### src/rtl/skts_pkg.sv
// Shared types, constants and codes for the sorted key table search block.
`timescale 1ns / 1ps
`default_nettype none

package skts_pkg;

    localparam int TABLE_DEPTH  = 4096;
    localparam int KEY_BITS     = 17;
    localparam int IDX_W        = $clog2(TABLE_DEPTH);
    localparam int CNT_W        = IDX_W + 1;
    localparam int ENTRY_IDX_W  = 12;

    localparam logic [KEY_BITS-1:0] RESERVED_KEY = KEY_BITS'(99999);

    typedef enum logic {
        REQ_APPEND = 1'b0,
        REQ_LOOKUP = 1'b1
    } t_req_type;

    typedef enum logic [2:0] {
        ST_OK        = 3'd0,
        ST_NOT_FOUND = 3'd1,
        ST_ORDER     = 3'd2,
        ST_FULL      = 3'd3,
        ST_RESERVED  = 3'd4
    } t_status;

    typedef struct packed {
        t_req_type           req_type;
        logic [KEY_BITS-1:0] key_value;
    } t_req;

    typedef struct packed {
        logic                   found;
        logic [ENTRY_IDX_W-1:0] entry_index;
        t_status                status;
    } t_rsp;

    typedef struct packed {
        logic                start;
        logic [KEY_BITS-1:0] key;
        logic [CNT_W-1:0]    count;
    } t_srch_ctl;

    typedef struct packed {
        logic             done;
        logic             found;
        logic [IDX_W-1:0] index;
    } t_srch_res;

endpackage

`default_nettype wire

### src/rtl/skts_search.sv
// Binary search sequencer: one probe of the key memory per cycle.
`timescale 1ns / 1ps
`default_nettype none

module skts_search import skts_pkg::*; (
    input  wire logic                i_clk,
    input  wire logic                i_rst_n,
    input  wire t_srch_ctl           i_ctl,
    input  wire logic [KEY_BITS-1:0] i_rd_data,
    output logic      [IDX_W-1:0]    o_rd_addr,
    output t_srch_res                o_res
);

    typedef enum logic {
        S_IDLE,
        S_CMP
    } t_state;

    t_state              r_state;
    logic [KEY_BITS-1:0] r_key;
    logic [CNT_W-1:0]    r_lo;
    logic [CNT_W-1:0]    r_hi;
    logic [IDX_W-1:0]    r_mid;
    t_srch_res           r_res;

    logic                n_eq;
    logic                n_less;
    logic [CNT_W-1:0]    n_lo;
    logic [CNT_W-1:0]    n_hi;
    logic [CNT_W-1:0]    n_mid;
    logic [CNT_W-1:0]    n_mid0;

    always_comb begin
        n_eq   = (i_rd_data == r_key);
        n_less = (r_key < i_rd_data);
        n_lo   = n_less ? r_lo : ({1'b0, r_mid} + CNT_W'(1));
        n_hi   = n_less ? {1'b0, r_mid} : r_hi;
        n_mid  = n_lo + ((n_hi - n_lo) >> 1);
        n_mid0 = i_ctl.count >> 1;
        if (r_state == S_CMP) begin
            o_rd_addr = n_mid[IDX_W-1:0];
        end else begin
            o_rd_addr = n_mid0[IDX_W-1:0];
        end
    end

    always_ff @(posedge i_clk) begin
        if (!i_rst_n) begin
            r_state    <= S_IDLE;
            r_res.done <= 1'b0;
        end else begin
            r_res.done <= 1'b0;
            unique case (r_state)
                S_IDLE: begin
                    if (i_ctl.start) begin
                        r_key   <= i_ctl.key;
                        r_lo    <= '0;
                        r_hi    <= i_ctl.count;
                        r_mid   <= n_mid0[IDX_W-1:0];
                        r_state <= S_CMP;
                    end
                end
                S_CMP: begin
                    if (n_eq) begin
                        r_res.done  <= 1'b1;
                        r_res.found <= 1'b1;
                        r_res.index <= r_mid;
                        r_state     <= S_IDLE;
                    end else if (n_lo < n_hi) begin
                        r_lo  <= n_lo;
                        r_hi  <= n_hi;
                        r_mid <= n_mid[IDX_W-1:0];
                    end else begin
                        r_res.done  <= 1'b1;
                        r_res.found <= 1'b0;
                        r_res.index <= '0;
                        r_state     <= S_IDLE;
                    end
                end
                default: r_state <= S_IDLE;
            endcase
        end
    end

    assign o_res = r_res;

endmodule

`default_nettype wire

### config.mk
export PLATFORM = sky130hd
export DESIGN_NAME = skts_search
export DESIGN_NICKNAME = d
export VERILOG_FILES = /design/src/rtl/skts_pkg.sv /design/src/rtl/skts_search.sv
export SDC_FILE = /design/constraint.sdc
export NUM_CORES = 1
export LEC_CHECK = 0
export ABC_CLOCK_PERIOD_IN_PS = 6750
export BUFFER_PORTS_ARGS = -buffer_cell sky130_fd_sc_hd__clkbuf_2
export CAP_MARGIN = 20
export CORE_MARGIN = 5
export CORE_UTILIZATION = 35
export DETAILED_ROUTE_END_ITERATION = 8
export SLEW_MARGIN = 20
export SYNTH_ARGS = -nofsm -noshare
export SYNTH_HDL_FRONTEND = slang
export SYNTH_SLANG_ARGS = --single-unit
### constraint.sdc
create_clock -name i_clk -period 6.75 [get_ports i_clk]
set_input_delay 0.3375 -clock i_clk [delete_from_list [all_inputs] [get_ports i_clk]]
set_output_delay 0.3375 -clock i_clk [all_outputs]
set_load 0.02 [all_outputs]
==> metrics.yaml, run 1 <==
status: "finished, final reports clean"
synth_cell_types: 55
power_frac_clock_pct: 23.7
synth.top_cells.by_area: "edfxtp_1 45%, ha_1 11%, mux2_2 4.2%"
min_path_type: "in2reg"
max-cap-violations: 0
min_period_ns: 5.98
syn_area_mm2: 0.00457
p_leak_uw: 0.00238
clk_latency_ns: 0.34
yosysMostFrequentCell: "edfxtp_1"
setup_violations: 0
post-route-drc-count: 0
ir_worst_vdd_v: 0.000155
rsz0062_at_grt: "no"
syn_nets: 532
cts_tree: "built"
postCtsSetupBuffers: 0
hold_viol_final: 0
slew_headroom_pct: 38.4
slowest_stage: "a2111oi_2"
num_rows: 41
ys.warnings.count: 0
grt_pass1_wl_um: 16500
fin_cells: 693
endpoint_kind: "output port"
core_area_mm2: 0.0127
grt_max_degree: 39
fp.dieH_um: 124
track_usage_pct: 13.1
wl_per_cell_um: 14.4
cts_buffers: 9
ys_seq_area_share_pct: 45.5
sw_frac_of_total_pct: 37.4
drt_iter0_drc: 209
vias_per_cell: 4.89
setup.worst_path.start_class: "register"
dpl.cell_count: 677
layout-drive-gt1-share_pct: 23.4
synth_top_flop_cell: "edfxtp_1"
synth_edf_count: 68
postLayoutCoreUtil_pct: 42.7
htree_levels: 3
cpPeakStageDelay_ns: 0.48
synthArstFlopShare_pct: 0
ctsResizeCount: 0
ios: 76
placed_area_mm2: 0.00515
antenna_cells: 0
synth_cells: 438
design_area_mm2: 0.00544
syn_to_final_growth_pct: 18.9
critical_path_peak_fanout: 38
p_int_uw: 1220
drt.antenna.violating_nets: 0
crit_family: "compound AO/OA/AOI/OAI gates"
grt_pass1_vias: 3389
cp_common_cell: "nor2_1"
clock_sinks: 70
fmax_ghz: 0.167
clockBufferDepth: 2
portBuffers: 75
setup_tns_ns: 0
cts_root_buf: "clkbuf_16"
total_power_uw: 1940
comb_power_share_pct: 47.2
worst_pin_slew_ns: 0.924
start_util_pct: 35.9
power_density_mw_per_mm2: 357
skew_ns: 0.00985
die_x_um: 124
synth_top_area_share_pct: 44.7
path_class: "reg2out"
ys_top_cells_by_count: "68 x edfxtp_1, 50 x nor2_1, 45 x inv_1"
ys_seq_elements: 70
p_switching_uw: 727
crit_arrival_ns: 5.65
first_pass_iters: 4
cp.required_ns: 6.41
synth.avg_cell_area_um2: 10.4
routed_wl_um: 9990
cts_hold_buf: 0
vias: 3392
die_area_mm2: 0.0155
clk_pin_slew_ns: 0.06
power_frac_seq_pct: 29.2
yosysTopAreaCell: "edfxtp_1"
cp_num_buf_inv: 3
final.period_utilization_pct: 88.6
routabilityCongestion: 0.809
antenna_found_initial: 0
hpwl_um: 7750
slew_viol_final: 0
grt-ovfl-total: 0
nets: 610
-- power by group through the flow --
stage | sequential (uW) | combinational [uW] | clock [uW]
after floorplan | 573 | 709 | 0
after global placement | 575 | 902 | 0
after detailed placement | 577 | 913 | 0
after CTS | 568 | 922 | 473
after global routing | 572 | 1030 | 490
final | 567 | 916 | 460
-- worst register-to-register path, stage by stage, from the launching register on --
cell	delay (ns)
edfxtp_1	0.37
ha_1	0.31
a21oi_1	0.16
o21ai_1	0.09
a2111oi_2	0.48
o31ai_4	0.08
buf_4	0.28
mux2i_1	0.32
inv_1	0.18
fa_1	0.48
nor2b_1	0.19
o31a_1	0.20
o21ai_1	0.07
nand2b_1	0.11
a21o_1	0.12
a21o_1	0.19
a2111oi_0	0.12
or3b_1	0.40
ha_1	0.33
nor2_1	0.11
nor2_1	0.04
nor2_1	0.08
a21oi_1	0.06
xnor2_1	0.14
mux2_4	0.26
-- per-layer routing --
| metal | GRT usage (%) | up-vias | routed length, um |
|---|---|---|---|
| li1 | - | 1740 | - |
| met2 | 20.7 | 76 | 4560 |
| met4 | 5.93 | 0 | 187 |
| met1 | 17.4 | 1564 | 4860 |
| met3 | 2.57 | 12 | 377 |
| met5 | 0 | - | 0 |
-- through the flow --
| stage | setup WS (ns) | hold slack [ns] |
|---|---|---|
| 5_1_grt | 0.300 | 0.166 |
| 2_1_floorplan | 1.70 | 0.436 |
| 4_1_cts | 0.711 | 0.159 |
| 3_3_place_gp | 1.02 | 0.517 |
| 3_5_place_dp | 1.02 | 0.517 |
| 6_report | 0.767 | 0.172 |
-- registers in the layout, indices dropped and copies added (netlist names) --
register / flops
r_hi: 13
o_res: 14
r_mid: 12
r_key: 17
r_state: 1
r_lo: 13
-- final cells by class --
class / instances / area (um^2)
inverter: 46 / 173
timing repair buffer: 80 / 413
clock inverter: 7 / 63.8
multi-input combinational: 309 / 2270
tap: 172 / 215
fill: 1278 / 7280
sequential: 70 / 2080
clock buffer: 9 / 225
-- path summary, 6_finish.rpt --
check,depth (start not counted),end,slack [ns],startpoint
max,25,o_rd_addr[11],0.77,r_key[2]
min,1,r_key[6],0.17,i_ctl[19]
max reg2reg,24,r_mid[11],1.34,r_key[2]
min reg2reg,2,r_lo[2],0.66,r_lo[2]
-- cells by family after synthesis --
group	share of synthesized area (%)
AOI/OAI and AO/OA	12.3
DFF	45.5
and+or+nand+nor	13.7
buffers and inverters	5.12
muxes	5.88
adders and majority gates	12.4
xor gates and xnor gates	5.12
-- cell usage in the layout (no fill, tap or decap), drive strengths merged, types with 5 or more instances in the layout --
master  count
clkbuf     84
edfxtp     68
nor2       50
inv        46
ha         42
nand2      27
a21oi      24
o21ai      24
mux2       18
xnor2      15
and3       14
a21o       10
nand4      10
xor2       10
nand3       7
nor2b       7
buf         5
mux2i       5
nor3        5
clkinv      5
(Power assumes the default switching activity.)
==> inputs of run 2 (changes only) <==
MAX_ROUTING_LAYER = met4   (was default)
==> metrics.yaml, run 2 (same netlist as run 1, synthesis figures left out) <==
mostFrequentLayoutCells: "75 x clkbuf_2, 68 x edfxtp_1, 50 x nor2_1, 45 x inv_1, 42 x ha_1"
slew_headroom_pct: 38.7
drt_iter0_drc: 228
min_path_type: "in2reg"
cts_buffers: 9
crit_arrival_ns: 5.64
hpwl_um: 7750
endpoint_kind: "output port"
routed_wl_um: 10000
grt_max_degree: 39
grt_pass1_vias: 3394
vias: 3410
seqCellArea_mm2: 0.00208
start_util_pct: 35.9
cpPeakStageDelay_ns: 0.48
multi_input_area_mm2: 0.00227
skew_ns: 0.0121
max-cap-violations: 0
slowest_stage: "a2111oi_2"
fp.dieH_um: 124
setup_violations: 0
slew_viol_final: 0
clockBufferDepth: 2
postCtsSetupBuffers: 0
vias_per_cell: 4.92
grt_pass1_wl_um: 16500
routabilityCongestion: 0.821
setup.worst_path.start_class: "register"
ios: 76
setup_tns_ns: 0
die_x_um: 124
cts_tree: "built"
fmax_ghz: 0.167
cp_common_cell: "nor2_1"
first_pass_iters: 4
final.period_utilization_pct: 88.6
portBuffers: 75
num_rows: 41
ctsResizeCount: 0
ir_worst_vdd_v: 0.000155
die_area_mm2: 0.0155
worst_pin_slew_ns: 0.919
crit_family: "compound AO/OA/AOI/OAI gates"
htree_levels: 3
final_common_cell: "clkbuf_2"
total_power_uw: 1940
cp_num_buf_inv: 3
min_period_ns: 5.98
power_density_mw_per_mm2: 357
largest_reg_flops: 17
n_fill_cell: 1278
antenna_cells: 0
hold_viol_final: 0
rsz0062_at_grt: "no"
antenna_found_initial: 0
syn_to_final_growth_pct: 18.9
clk_latency_ns: 0.34
critical_path_peak_fanout: 38
nets: 610
clock_sinks: 70
p_leak_uw: 0.00238
layout-drive-gt1-share_pct: 23.4
grt-ovfl-total: 0
cp.required_ns: 6.41
clk_pin_slew_ns: 0.06
cts_hold_buf: 0
core_area_mm2: 0.0127
track_usage_pct: 13.5
top_register: "r_key"
cts_root_buf: "clkbuf_16"
path_class: "reg2out"
drt.antenna.violating_nets: 0
status: "finished, final reports clean"
post-route-drc-count: 0
wl_per_cell_um: 14.5
-- run 2: cell counts in the layout (fill, tap and decap cells not counted) --
Identical to the previous run, type by type.
-- run 2: where the power goes --
part           internal (uW)  total (uW)  switching (uW)
Combinational            393         916             523
Sequential               539         567            27.7
Clock                    283         459             176
Total                   1220        1940             727
-- run 2: area by class of cell --
| type | instances | area share (%) |
|---|---|---|
| Tap cell | 172 | 3.96 |
| Multi-Input combinational cell | 309 | 41.7 |
| Sequential cell | 70 | 38.3 |
| Inverter | 46 | 3.18 |
| Clock inverter | 7 | 1.17 |
| Timing Repair Buffer | 80 | 7.59 |
| Clock buffer | 9 | 4.14 |
-- run 2: metal layers --
| metal | share of wire (%) | track usage, % |
|---|---|---|
| met4 | 1.0 | 5.93 |
| met2 | 46 | 20.7 |
| met3 | 4.7 | 2.27 |
| met1 | 49 | 17.5 |
| met5 | 0 | - |
-- run 2: worst paths after layout --
kind                            startpoint       endpoint  slack [ns]  cells after the start
worst max register to register    r_key[2]      r_mid[11]        1.35                     24
worst max-delay path              r_key[2]  o_rd_addr[11]        0.77                     25
worst min register to register     r_lo[2]        r_lo[2]        0.66                      2
worst min-delay path             i_ctl[19]       r_key[6]        0.17                      1
-- run 2: metrics by stage --
step	utilization, %	setup slack (ns)	hold slack (ns)	area, um^2	std cells
global route	42.7	0.304	0.167	5440	693
CTS	42.7	0.711	0.159	5440	693
floorplan	-	1.70	0.436	4570	438
detailed placement	40.5	1.02	0.517	5150	677
global placement	40.5	1.02	0.517	5150	677
finish	42.7	0.772	0.170	5440	693
-- run 2: worst register-to-register path, delay by kind of cell (launching register included) --
family                     cells  cell delay, ns
muxes                          2            0.58
adders and majority gates      3            1.12
DFF                            1            0.37
xor gates and xnor gates       1            0.14
and+or+nand+nor                6            0.92
AOI/OAI and AO/OA             10            1.59
buffers and inverters          2            0.45
